File: src/design/jpdm_pkg.sv
// Shared types and constants for the joystick packet drive mixer.
// Used by every module of the block; depends on nothing else.
`timescale 1ns / 1ps
`default_nettype none

package jpdm_pkg;

  localparam int AXIS_SLOTS_DEF   = 7;
  localparam int BUTTON_SLOTS_DEF = 8;

  // packet headers
  localparam logic [7:0] HDR_AXIS   = 8'h80;
  localparam logic [7:0] HDR_BUTTON = 8'h81;

  localparam logic PACKET_AXIS   = 1'b0;
  localparam logic PACKET_BUTTON = 1'b1;

  localparam logic [7:0] AXIS_RST_BASE = 8'd5;
  localparam logic [7:0] DUTY_IDLE     = 8'hFF;
  localparam logic [9:0] DUTY_MUL      = 10'd255;

  // configuration reset values
  localparam logic [7:0] DRIVE_SCALE_RST  = 8'd50;
  localparam logic [7:0] DEADZONE_RST     = 8'd10;
  localparam logic [9:0] GAIN_NORMAL_RST  = 10'd333;
  localparam logic [9:0] GAIN_BOOST_RST   = 10'd512;
  localparam logic [2:0] BOOST_BUTTON_RST = 3'd3;

  // shared multiplier shape
  localparam int MUL_A_W = 23;
  localparam int MUL_B_W = 10;
  localparam int MUL_P_W = MUL_A_W + MUL_B_W;

  typedef enum logic [2:0] {
    CFG_DRIVE_SCALE,
    CFG_DEADZONE,
    CFG_GAIN_NORMAL,
    CFG_GAIN_BOOST,
    CFG_BOOST_BUTTON
  } cfg_index_t;

  typedef enum logic [2:0] {
    PH_IDLE,
    PH_AXIS_COUNT,
    PH_AXIS_DATA,
    PH_BTN_INDEX,
    PH_BTN_VALUE
  } parse_phase_t;

  typedef enum logic [3:0] {
    MX_IDLE,
    MX_SQUARE,
    MX_CUBE,
    MX_SHAPE,
    MX_SCALE,
    MX_TSTEP,
    MX_GAIN,
    MX_FINISH,
    MX_DONE
  } mix_state_t;

  typedef struct packed {
    logic       start;
    logic       kind;
  } mix_req_t;

  typedef struct packed {
    logic [7:0] left_in1;
    logic [7:0] left_in2;
    logic [7:0] right_in3;
    logic [7:0] right_in4;
    logic       kind;
  } mix_result_t;

  typedef struct packed {
    logic [7:0] drive_scale;
    logic [7:0] deadzone;
    logic [9:0] gain_normal;
    logic [9:0] gain_boost;
    logic [2:0] boost_button;
  } cfg_t;

endpackage

`default_nettype wire

File: src/design/jpdm_mul.sv
// Shared unsigned multiplier with a registered product.
// Depends on jpdm_pkg for operand widths.
`timescale 1ns / 1ps
`default_nettype none

module jpdm_mul (
  input  logic                         clk,
  input  logic [jpdm_pkg::MUL_A_W-1:0] a,
  input  logic [jpdm_pkg::MUL_B_W-1:0] b,
  output logic [jpdm_pkg::MUL_P_W-1:0] p
);

  always_ff @(posedge clk) begin
    p <= jpdm_pkg::MUL_P_W'(a) * jpdm_pkg::MUL_P_W'(b);
  end

endmodule

`default_nettype wire

File: src/design/jpdm_parse.sv
// Packet parser: header/count/index decoding plus the axis and button stores.
// Depends on jpdm_pkg.
`timescale 1ns / 1ps
`default_nettype none

module jpdm_parse #(
  parameter int AXIS_SLOTS   = jpdm_pkg::AXIS_SLOTS_DEF,
  parameter int BUTTON_SLOTS = jpdm_pkg::BUTTON_SLOTS_DEF
) (
  input  logic               clk,
  input  logic               rst,
  input  logic               accept,
  input  logic [7:0]         rx_byte,
  input  logic [2:0]         boost_button,
  output logic [7:0]         axis0,
  output logic [7:0]         axis1,
  output logic               boost,
  output jpdm_pkg::mix_req_t req
);

  jpdm_pkg::parse_phase_t phase, phase_next;
  logic [7:0] bytes_left, bytes_left_next;
  logic [7:0] slot_index, slot_index_next;
  logic [7:0] bytes_dec;
  logic       axis_wr, button_wr;

  logic [7:0] axis_store   [AXIS_SLOTS];
  logic [7:0] button_store [BUTTON_SLOTS];

  assign bytes_dec = bytes_left - 8'd1;

  always_comb begin
    phase_next      = phase;
    bytes_left_next = bytes_left;
    slot_index_next = slot_index;
    axis_wr         = 1'b0;
    button_wr       = 1'b0;
    req             = '0;
    if (accept) begin
      case (phase)
        jpdm_pkg::PH_IDLE: begin
          if (rx_byte == jpdm_pkg::HDR_AXIS) begin
            phase_next = jpdm_pkg::PH_AXIS_COUNT;
          end else if (rx_byte == jpdm_pkg::HDR_BUTTON) begin
            phase_next = jpdm_pkg::PH_BTN_INDEX;
          end
        end
        jpdm_pkg::PH_AXIS_COUNT: begin
          bytes_left_next = rx_byte;
          slot_index_next = '0;
          if (rx_byte == 8'd0) begin
            phase_next = jpdm_pkg::PH_IDLE;
            req.start  = 1'b1;
            req.kind   = jpdm_pkg::PACKET_AXIS;
          end else begin
            phase_next = jpdm_pkg::PH_AXIS_DATA;
          end
        end
        jpdm_pkg::PH_AXIS_DATA: begin
          axis_wr = 1'b1;
          if (slot_index != 8'hFF) begin
            slot_index_next = slot_index + 8'd1;
          end
          bytes_left_next = bytes_dec;
          if (bytes_dec == 8'd0) begin
            phase_next = jpdm_pkg::PH_IDLE;
            req.start  = 1'b1;
            req.kind   = jpdm_pkg::PACKET_AXIS;
          end
        end
        jpdm_pkg::PH_BTN_INDEX: begin
          slot_index_next = rx_byte;
          phase_next      = jpdm_pkg::PH_BTN_VALUE;
        end
        jpdm_pkg::PH_BTN_VALUE: begin
          button_wr  = 1'b1;
          phase_next = jpdm_pkg::PH_IDLE;
          req.start  = 1'b1;
          req.kind   = jpdm_pkg::PACKET_BUTTON;
        end
        default: begin
          phase_next = jpdm_pkg::PH_IDLE;
        end
      endcase
    end
  end

  always_ff @(posedge clk) begin
    if (rst) begin
      phase      <= jpdm_pkg::PH_IDLE;
      bytes_left <= '0;
      slot_index <= '0;
    end else begin
      phase      <= phase_next;
      bytes_left <= bytes_left_next;
      slot_index <= slot_index_next;
    end
  end

  // out-of-range slots simply match no entry
  always_ff @(posedge clk) begin
    if (rst) begin
      for (int i = 0; i < AXIS_SLOTS; i++) begin
        axis_store[i] <= jpdm_pkg::AXIS_RST_BASE + 8'(i);
      end
      for (int i = 0; i < BUTTON_SLOTS; i++) begin
        button_store[i] <= '0;
      end
    end else begin
      for (int i = 0; i < AXIS_SLOTS; i++) begin
        if (axis_wr && slot_index == 8'(i)) begin
          axis_store[i] <= rx_byte;
        end
      end
      for (int i = 0; i < BUTTON_SLOTS; i++) begin
        if (button_wr && slot_index == 8'(i)) begin
          button_store[i] <= rx_byte;
        end
      end
    end
  end

  assign axis0 = axis_store[0];
  assign axis1 = axis_store[1];

  always_comb begin
    boost = 1'b0;
    for (int i = 0; i < BUTTON_SLOTS; i++) begin
      if ({5'd0, boost_button} == 8'(i)) begin
        boost = (button_store[i] != 8'd0);
      end
    end
  end

  a_data_has_bytes: assert property (@(posedge clk) disable iff (rst)
    phase == jpdm_pkg::PH_AXIS_DATA |-> bytes_left != 8'd0)
    else $error("axis data phase with no bytes left");

  a_done_to_idle: assert property (@(posedge clk) disable iff (rst)
    req.start |=> phase == jpdm_pkg::PH_IDLE)
    else $error("packet completed but parser not idle");

endmodule

`default_nettype wire

File: src/design/jpdm_mix.sv
// Mixing sequencer: cubes both axes, mixes, scales and gains each motor
// through one shared multiplier. Depends on jpdm_pkg and jpdm_mul.
`timescale 1ns / 1ps
`default_nettype none

module jpdm_mix (
  input  logic                  clk,
  input  logic                  rst,
  input  jpdm_pkg::mix_req_t    req,
  input  logic [7:0]            axis0,
  input  logic [7:0]            axis1,
  input  logic                  boost,
  input  jpdm_pkg::cfg_t        cfg,
  input  logic                  taken,
  output logic                  idle,
  output logic                  res_valid,
  output jpdm_pkg::mix_result_t res
);

  jpdm_pkg::mix_state_t state, state_next;

  logic                         ax;
  logic                         mot;
  logic signed [22:0]           c0, c1;
  logic [jpdm_pkg::MUL_A_W-1:0] mul_a;
  logic [jpdm_pkg::MUL_B_W-1:0] mul_b;
  logic [jpdm_pkg::MUL_P_W-1:0] prod;

  logic [7:0]         axis_cur, axis_mag;
  logic signed [22:0] cube_pos, shaped;
  logic signed [23:0] twice_c1, c0_ext, num, num_abs;
  logic               num_neg;
  logic [22:0]        num_mag;
  logic [9:0]         gain;
  logic [8:0]         m_val;
  logic [9:0]         t_val;
  logic [11:0]        d_raw;
  logic [7:0]         duty, drive;

  jpdm_mul u_mul (
    .clk (clk),
    .a   (mul_a),
    .b   (mul_b),
    .p   (prod)
  );

  assign axis_cur = ax ? axis1 : axis0;
  assign axis_mag = axis_cur[7] ? (~axis_cur + 8'd1) : axis_cur;
  assign cube_pos = signed'({1'b0, prod[21:0]});
  assign shaped   = (axis_mag < cfg.deadzone) ? '0 : (axis_cur[7] ? -cube_pos : cube_pos);

  // Q22 mix: left = 2*c1 - c0, right = 2*c1 + c0
  assign twice_c1 = {c1, 1'b0};
  assign c0_ext   = {c0[22], c0};
  assign num      = mot ? (twice_c1 + c0_ext) : (twice_c1 - c0_ext);
  assign num_neg  = num[23];
  assign num_abs  = num_neg ? -num : num;
  assign num_mag  = num_abs[22:0];

  assign gain  = boost ? cfg.gain_boost : cfg.gain_normal;
  assign m_val = prod[30:22];
  assign t_val = prod[16:7];
  assign d_raw = prod[19:8];
  assign duty  = (d_raw > 12'd255) ? 8'hFF : d_raw[7:0];
  // zero magnitude gives duty 0, so both legs stay idle
  assign drive = jpdm_pkg::DUTY_IDLE - duty;

  always_comb begin
    state_next = state;
    mul_a      = '0;
    mul_b      = '0;
    case (state)
      jpdm_pkg::MX_IDLE: begin
        if (req.start) begin
          state_next = jpdm_pkg::MX_SQUARE;
        end
      end
      jpdm_pkg::MX_SQUARE: begin
        mul_a      = jpdm_pkg::MUL_A_W'(axis_mag);
        mul_b      = jpdm_pkg::MUL_B_W'(axis_mag);
        state_next = jpdm_pkg::MX_CUBE;
      end
      jpdm_pkg::MX_CUBE: begin
        mul_a      = jpdm_pkg::MUL_A_W'(prod[14:0]);
        mul_b      = jpdm_pkg::MUL_B_W'(axis_mag);
        state_next = jpdm_pkg::MX_SHAPE;
      end
      jpdm_pkg::MX_SHAPE: begin
        state_next = ax ? jpdm_pkg::MX_SCALE : jpdm_pkg::MX_SQUARE;
      end
      jpdm_pkg::MX_SCALE: begin
        mul_a      = num_mag;
        mul_b      = jpdm_pkg::MUL_B_W'(cfg.drive_scale);
        state_next = jpdm_pkg::MX_TSTEP;
      end
      jpdm_pkg::MX_TSTEP: begin
        mul_a      = jpdm_pkg::MUL_A_W'(m_val);
        mul_b      = jpdm_pkg::DUTY_MUL;
        state_next = jpdm_pkg::MX_GAIN;
      end
      jpdm_pkg::MX_GAIN: begin
        mul_a      = jpdm_pkg::MUL_A_W'(t_val);
        mul_b      = gain;
        state_next = jpdm_pkg::MX_FINISH;
      end
      jpdm_pkg::MX_FINISH: begin
        state_next = mot ? jpdm_pkg::MX_DONE : jpdm_pkg::MX_SCALE;
      end
      jpdm_pkg::MX_DONE: begin
        if (taken) begin
          state_next = jpdm_pkg::MX_IDLE;
        end
      end
      default: begin
        state_next = jpdm_pkg::MX_IDLE;
      end
    endcase
  end

  always_ff @(posedge clk) begin
    if (rst) begin
      state <= jpdm_pkg::MX_IDLE;
    end else begin
      state <= state_next;
    end
  end

  always_ff @(posedge clk) begin
    case (state)
      jpdm_pkg::MX_IDLE: begin
        ax       <= 1'b0;
        mot      <= 1'b0;
        res.kind <= req.kind;
      end
      jpdm_pkg::MX_SHAPE: begin
        if (ax) begin
          c1 <= shaped;
        end else begin
          c0 <= shaped;
        end
        ax <= 1'b1;
      end
      jpdm_pkg::MX_FINISH: begin
        if (mot) begin
          res.right_in3 <= num_neg ? jpdm_pkg::DUTY_IDLE : drive;
          res.right_in4 <= num_neg ? drive : jpdm_pkg::DUTY_IDLE;
        end else begin
          res.left_in1 <= num_neg ? jpdm_pkg::DUTY_IDLE : drive;
          res.left_in2 <= num_neg ? drive : jpdm_pkg::DUTY_IDLE;
        end
        mot <= 1'b1;
      end
      default: begin
      end
    endcase
  end

  assign idle      = (state == jpdm_pkg::MX_IDLE);
  assign res_valid = (state == jpdm_pkg::MX_DONE);

  a_start_when_idle: assert property (@(posedge clk) disable iff (rst)
    req.start |-> state == jpdm_pkg::MX_IDLE)
    else $error("mix request while sequencer busy");

  a_second_motor_ends: assert property (@(posedge clk) disable iff (rst)
    state == jpdm_pkg::MX_FINISH && mot |=> state == jpdm_pkg::MX_DONE)
    else $error("sequence did not end after right motor");

  a_result_held: assert property (@(posedge clk) disable iff (rst)
    state == jpdm_pkg::MX_DONE && !taken |=> state == jpdm_pkg::MX_DONE && $stable(res))
    else $error("pending result changed before handoff");

endmodule

`default_nettype wire

File: src/design/joystick_packet_drive_mixer.sv
// Joystick packet drive mixer: byte-stream packet parser feeding an arcade
// mixer that drives two H-bridge duty pairs. Depends on jpdm_pkg, jpdm_parse,
// jpdm_mix and jpdm_mul.
//
// One received byte per request on the input channel. A byte that does not
// finish a packet leaves in_ready high. A byte that finishes an axis or
// button packet starts the mixer, which runs every multiply (two squares, two
// cubes, then drive scale, 255/128 duty step and gain for each motor) through
// one shared 23x10 multiplier: in_ready stays low while the mixer runs, plus
// any time the previous result still sits unclaimed in the output register.
// Each finished packet gives exactly one output request; unknown headers give
// none. Config writes are accepted every cycle and should only be made idle.
`timescale 1ns / 1ps
`default_nettype none

module joystick_packet_drive_mixer #(
  parameter int AXIS_SLOTS   = jpdm_pkg::AXIS_SLOTS_DEF,
  parameter int BUTTON_SLOTS = jpdm_pkg::BUTTON_SLOTS_DEF
) (
  input  logic       clk,
  input  logic       rst,
  input  logic       in_valid,
  output logic       in_ready,
  input  logic [7:0] rx_byte,
  output logic       out_valid,
  input  logic       out_ready,
  output logic [7:0] left_in1_duty,
  output logic [7:0] left_in2_duty,
  output logic [7:0] right_in3_duty,
  output logic [7:0] right_in4_duty,
  output logic       packet_kind,
  input  logic       cfg_valid,
  output logic       cfg_ready,
  input  logic [2:0] cfg_index,
  input  logic [9:0] cfg_data
);

  jpdm_pkg::cfg_t        cfg;
  jpdm_pkg::mix_req_t    req;
  jpdm_pkg::mix_result_t res;
  logic [7:0]            axis0, axis1;
  logic                  boost;
  logic                  mix_idle, res_valid, load, accept;

  assign cfg_ready = 1'b1;
  assign in_ready  = mix_idle;
  assign accept    = in_valid && in_ready;
  assign load      = res_valid && (!out_valid || out_ready);

  always_ff @(posedge clk) begin
    if (rst) begin
      cfg.drive_scale  <= jpdm_pkg::DRIVE_SCALE_RST;
      cfg.deadzone     <= jpdm_pkg::DEADZONE_RST;
      cfg.gain_normal  <= jpdm_pkg::GAIN_NORMAL_RST;
      cfg.gain_boost   <= jpdm_pkg::GAIN_BOOST_RST;
      cfg.boost_button <= jpdm_pkg::BOOST_BUTTON_RST;
    end else if (cfg_valid && cfg_ready) begin
      case (cfg_index)
        jpdm_pkg::CFG_DRIVE_SCALE:  cfg.drive_scale  <= cfg_data[7:0];
        jpdm_pkg::CFG_DEADZONE:     cfg.deadzone     <= cfg_data[7:0];
        jpdm_pkg::CFG_GAIN_NORMAL:  cfg.gain_normal  <= cfg_data;
        jpdm_pkg::CFG_GAIN_BOOST:   cfg.gain_boost   <= cfg_data;
        jpdm_pkg::CFG_BOOST_BUTTON: cfg.boost_button <= cfg_data[2:0];
        default: begin
        end
      endcase
    end
  end

  jpdm_parse #(
    .AXIS_SLOTS   (AXIS_SLOTS),
    .BUTTON_SLOTS (BUTTON_SLOTS)
  ) u_parse (
    .clk          (clk),
    .rst          (rst),
    .accept       (accept),
    .rx_byte      (rx_byte),
    .boost_button (cfg.boost_button),
    .axis0        (axis0),
    .axis1        (axis1),
    .boost        (boost),
    .req          (req)
  );

  jpdm_mix u_mix (
    .clk       (clk),
    .rst       (rst),
    .req       (req),
    .axis0     (axis0),
    .axis1     (axis1),
    .boost     (boost),
    .cfg       (cfg),
    .taken     (load),
    .idle      (mix_idle),
    .res_valid (res_valid),
    .res       (res)
  );

  // output register decouples the mixer from the downstream stall
  always_ff @(posedge clk) begin
    if (rst) begin
      out_valid <= 1'b0;
    end else if (load) begin
      out_valid <= 1'b1;
    end else if (out_ready) begin
      out_valid <= 1'b0;
    end
  end

  always_ff @(posedge clk) begin
    if (load) begin
      left_in1_duty  <= res.left_in1;
      left_in2_duty  <= res.left_in2;
      right_in3_duty <= res.right_in3;
      right_in4_duty <= res.right_in4;
      packet_kind    <= res.kind;
    end
  end

endmodule

`default_nettype wire

File: config.mk
export PLATFORM = sky130hd
export DESIGN_NAME = joystick_packet_drive_mixer
export DESIGN_NICKNAME = d
export VERILOG_FILES = /design/src/design/jpdm_pkg.sv /design/src/design/jpdm_mul.sv /design/src/design/jpdm_parse.sv /design/src/design/jpdm_mix.sv /design/src/design/joystick_packet_drive_mixer.sv
export SDC_FILE = /design/constraint.sdc
export NUM_CORES = 1
export LEC_CHECK = 0
export ABC_AREA = 1
export BUFFER_PORTS_ARGS = -buffer_cell sky130_fd_sc_hd__buf_2
export CELL_PAD_IN_SITES_DETAIL_PLACEMENT = 2
export CELL_PAD_IN_SITES_GLOBAL_PLACEMENT = 2
export CORE_AREA = 2 2 240 242
export DETAILED_ROUTE_END_ITERATION = 8
export DIE_AREA = 0 0 242 244
export PLACE_DENSITY_LB_ADDON = 0.1
export SLEW_MARGIN = 20
export SYNTH_ARGS = -nofsm -noshare
export SYNTH_HDL_FRONTEND = slang
export SYNTH_SLANG_ARGS = --single-unit
File: constraint.sdc
create_clock -name clk -period 7.8 [get_ports clk]
set_input_delay 1.17 -clock clk [delete_from_list [all_inputs] [get_ports clk]]
set_output_delay 1.17 -clock clk [all_outputs]
set_load 0.1 [all_outputs]
==> summary.txt <==
Route
  – Routed length on met1: 38,310 um
  – Met2 Wirelength: 45,170 um
  – Number of iterations in the first detailed-routing pass: 5
  – Total length of routed met3 wires: 3272 um
  – Number of vias per cell after detailed routing: 5.438
  – Iteration-0 DRC count of the detailed router: 1,220
  – Post-route ant nets: 0
  – Remaining routing DRC violations: 0
  – Highest signal layer in the routed design: met4
  – Number of vias in the routed layout: 19,980
  – Final wirelength: 89,540 um
  – Detailed-route wire length per cell: 24.37 um

Clock tree
  – Clock-pin slew of the registers on the worst-case setup and hold paths: 0.06 ns
  – Number of buffers created by CTS: 34
  – CTS tree: yes
  – Clock latency on the worst-skew pair: 0.57 ns
  – Buffers from clock root to sink, at most: 3
  – H-tree depth: 2
  – Clock root buffer: clkbuf_16
  – Hold_buf cts: 0
  – CTS sink count: 288

STA
  – Number of setup violations in the final report: 0
  – Final worst clock skew: 0.03840 ns
  – Headroom to the max-slew limit: 28.86%
  – Period utilisation layout: 99.00%
  – Highest Clock Rate: 0.1295 GHz
  – Slew Viols, Final: 0
  – Worst Max-Slew Pin Slew: 1.061 ns
  – Minimum period implied by the final worst setup slack: 7.722 ns
  – Setup TNS: 0 ns
  – RSZ-0062 raised after global routing: yes
  – Final hold viol count: 0

Synth
  – Count of flip-flops with a built-in enable after synthesis: 194
  – Count of synthesis-stage warnings from yosys: 0
  – Number of register bits inferred by synthesis: 288
  – Sequential fraction of the synthesis area: 34.58%
  – Share of flip-flops with an asynchronous set or reset: 0%
  – Number of instances in the synthesized netlist: 2,690
  – Distinct cells, synth: 62
  – Post-synthesis cell area: 22,290 um^2
  – Dominant register cell in the synthesized netlist: edfxtp_1
  – Syn_area_per_cell: 8.286 um^2

Layout
  – Antenna Cells: 0
  – Final cell utilization of the core: 47.14%
  – Filler instances: 6,224
  – Commonest non-fill, non-tap cells in the layout: nand2_1, inv_1, nor2_1
  – Ratio of cells with drive above 1 in the final layout: 17.24%
  – Post-route insts no fill: 3,674
  – Leading cell type in the layout, fill and taps excluded: nand2_1
  – Area growth from synthesis to layout: 18.79%
  – Nets: 3,204

Setup path
  – Crit path kind: reg2reg
  – Worst reg2reg startpoint: u_mix.c1[7]
  – Highest net fanout along the worst path: 8
  – Crit. End Element: flip-flop
  – Category of the worst setup path launch point: flip-flop
  – Signal arrival time at the worst endpoint: 8.20 ns
  – Bufs and invs on worst path: 6
  – Kind of cell adding the most delay to the critical path: adder cells
  – R2r setup slk: 0.08 ns
  – Cell with the largest stage delay on the worst path: fa_1
  – Library cell appearing most often on the critical path: nand2_1
  – Depth of the worst register-to-register path: 37
  – Worst R2R End: u_mix.u_mul.p[23]
  – Data required time at the worst endpoint: 8.28 ns
  – Max incr delay on CP: 0.55 ns

Hold path
  – Hold wc startpoint: u_mix.res[11]
  – Worst hold path depth: 0
  – Min-Delay Path Class: reg2reg
  – Capture endpoint of the worst hold path: right_in3_duty[2]

Global routing
  – Remaining global-route overflow: 0
  – Number of global-route vias before repair: 22,358
  – All-Layer GR Usage: 29.55%
  – Number of antenna violations at the first check in global routing: 0
  – Largest net degree at the start of global routing: 44
  – Global-route wire length before repair: 134,600 um

Run status
  – Run status: finished, final reports clean

Place
  – Gpl congestion: 0.9072
  – PortBufs: 60
  – HPWL after detailed placement: 68,510 um
  – Dpl cells: 3,576

Floorplanning
  – Die width: 242 um
  – Vert. Die Dim: 244 um
  – Number of ports placed on the die boundary: 62
  – Core Region: 56,170 um^2
  – Die area: 59,050 um^2
  – Starting density of the core: 39.68%
  – Row Count: 87

Flow run
  – Reported max-cap violation count: 0

Power
  – Tot Pwr: 5.894 mW
  – Reported leakage power: 11.97 nW
  – Power per cell area: 222.6 nW/um^2
  – Worst ir drop on vdd: 179.6 uV
[state kept, by name, summed over array words and instances, names as in the netlist, 4 cells and up]
name / flops
u_parse.button_store: 64
cfg: 39
u_mix.res: 33
u_mix.u_mul.p: 31
u_mix.c0: 23
u_mix.c1: 23
u_parse.axis_store: 16
left_in1_duty: 8
left_in2_duty: 8
right_in3_duty: 8
right_in4_duty: 8
u_parse.bytes_left: 8
u_parse.slot_index: 8
u_mix.state: 4
[cells by family after synthesis]
logic type | Yosys count | synth area share (%)
AOI/OAI and AO/OA | 322 | 8.381
xor gates and xnor gates | 64 | 2.515
adders and majority gates | 286 | 21.68
buffers and inverters | 537 | 9.464
DFF | 288 | 34.58
muxes | 4 | 0.1796
other | 2 | 0.03369
and+or+nand+nor | 1187 | 23.17
[per-stage QoR]
step                      instance area, um^2  hold slack, ns  worst slack [ns]
after floorplan                         22370          0.4003            0.8990
after global placement                  24140          0.4021           -0.2981
after detailed placement                24140          0.4061           -0.5462
after CTS                               25420          0.4220          0.008980
after global routing                    26480          0.4259           -0.2560
final                                   26480          0.4202           0.07795
[report_power, final]
part           total, mW  switching (mW)  internal [mW]  leakage [nW]
Sequential          1.88          0.0948           1.78          2.60
Clock               1.70           0.718          0.984         0.556
Combinational       2.32            1.66          0.654          8.81
Total               5.89            2.48           3.42          12.0
[how the worst max path moves through the flow]
stage	slack, ns	startpoint	to	cells after the start
global placement	-0.30	u_mix.c1[0]	u_mix.u_mul.p[20]	36
global route	-0.26	u_mix.c1[7]	u_mix.u_mul.p[22]	36
detailed placement	-0.55	u_mix.c1[0]	u_mix.u_mul.p[22]	37
finish	0.08	u_mix.c1[7]	u_mix.u_mul.p[23]	37
CTS	0.009	u_mix.c1[18]	u_mix.u_mul.p[29]	34
floorplan	0.90	u_mix.c1[0]	u_mix.u_mul.p[22]	34
[layer usage]
layer  track usage [%]  up-vias
li1                  -     9026
met1             38.49    10336
met2             52.33      485
met3             2.469      133
met4             8.969        0
met5                 0        -
[cell type report]
class                           instances  area [um^2]  share of cell area, %
Tap cell                              756        945.9                  3.573
Sequential cell                       288         7707                  29.11
Timing Repair Buffer                  203         1439                  5.435
Inverter                              478         1805                  6.819
Clock inverter                         22        289.0                  1.092
Multi-Input combinational cell       1887        13420                  50.67
Clock buffer                           40        873.3                  3.299
[synth_stat cells (3+ instances only)]
master / instances / share of area (%)
a31oi_1: 8 / 0.22
xor2_1: 49 / 1.9
or2_2: 4 / 0.11
o21ai_0: 110 / 2.5
nand2_4: 3 / 0.15
buf_4: 9 / 0.30
clkbuf_1: 21 / 0.35
o211ai_1: 11 / 0.37
a221oi_1: 14 / 0.55
nand3_1: 148 / 3.3
nor4_1: 23 / 0.65
nand2_1: 525 / 8.8
nor2_4: 4 / 0.20
fa_1: 167 / 15
mux2i_1: 4 / 0.18
buf_2: 22 / 0.49
clkinv_1: 6 / 0.10
o21bai_1: 11 / 0.37
nor3_2: 3 / 0.13
o21ai_2: 6 / 0.24
o21ai_1: 8 / 0.18
nor2_2: 7 / 0.20
nand3_2: 19 / 0.85
nand4_1: 42 / 1.2
inv_2: 31 / 0.52
a21oi_1: 123 / 2.8
xnor2_1: 15 / 0.59
a211oi_1: 13 / 0.44
ha_1: 119 / 6.7
edfxtp_1: 194 / 26
inv_1: 440 / 7.4
buf_6: 4 / 0.20
dfxtp_1: 94 / 8.4
nor3_1: 30 / 0.67
nand2_2: 18 / 0.51
nor2_1: 350 / 5.9
[repair_timing]
item | 4_1_cts | 5_1_grt
pin swaps | 1 | 33
endpoints found under the setup margin | 10 | 17
buffers inserted | 5 | 31
resized for setup | 27 | 177
No activity file was read; power rests on OpenSTA's default activity.
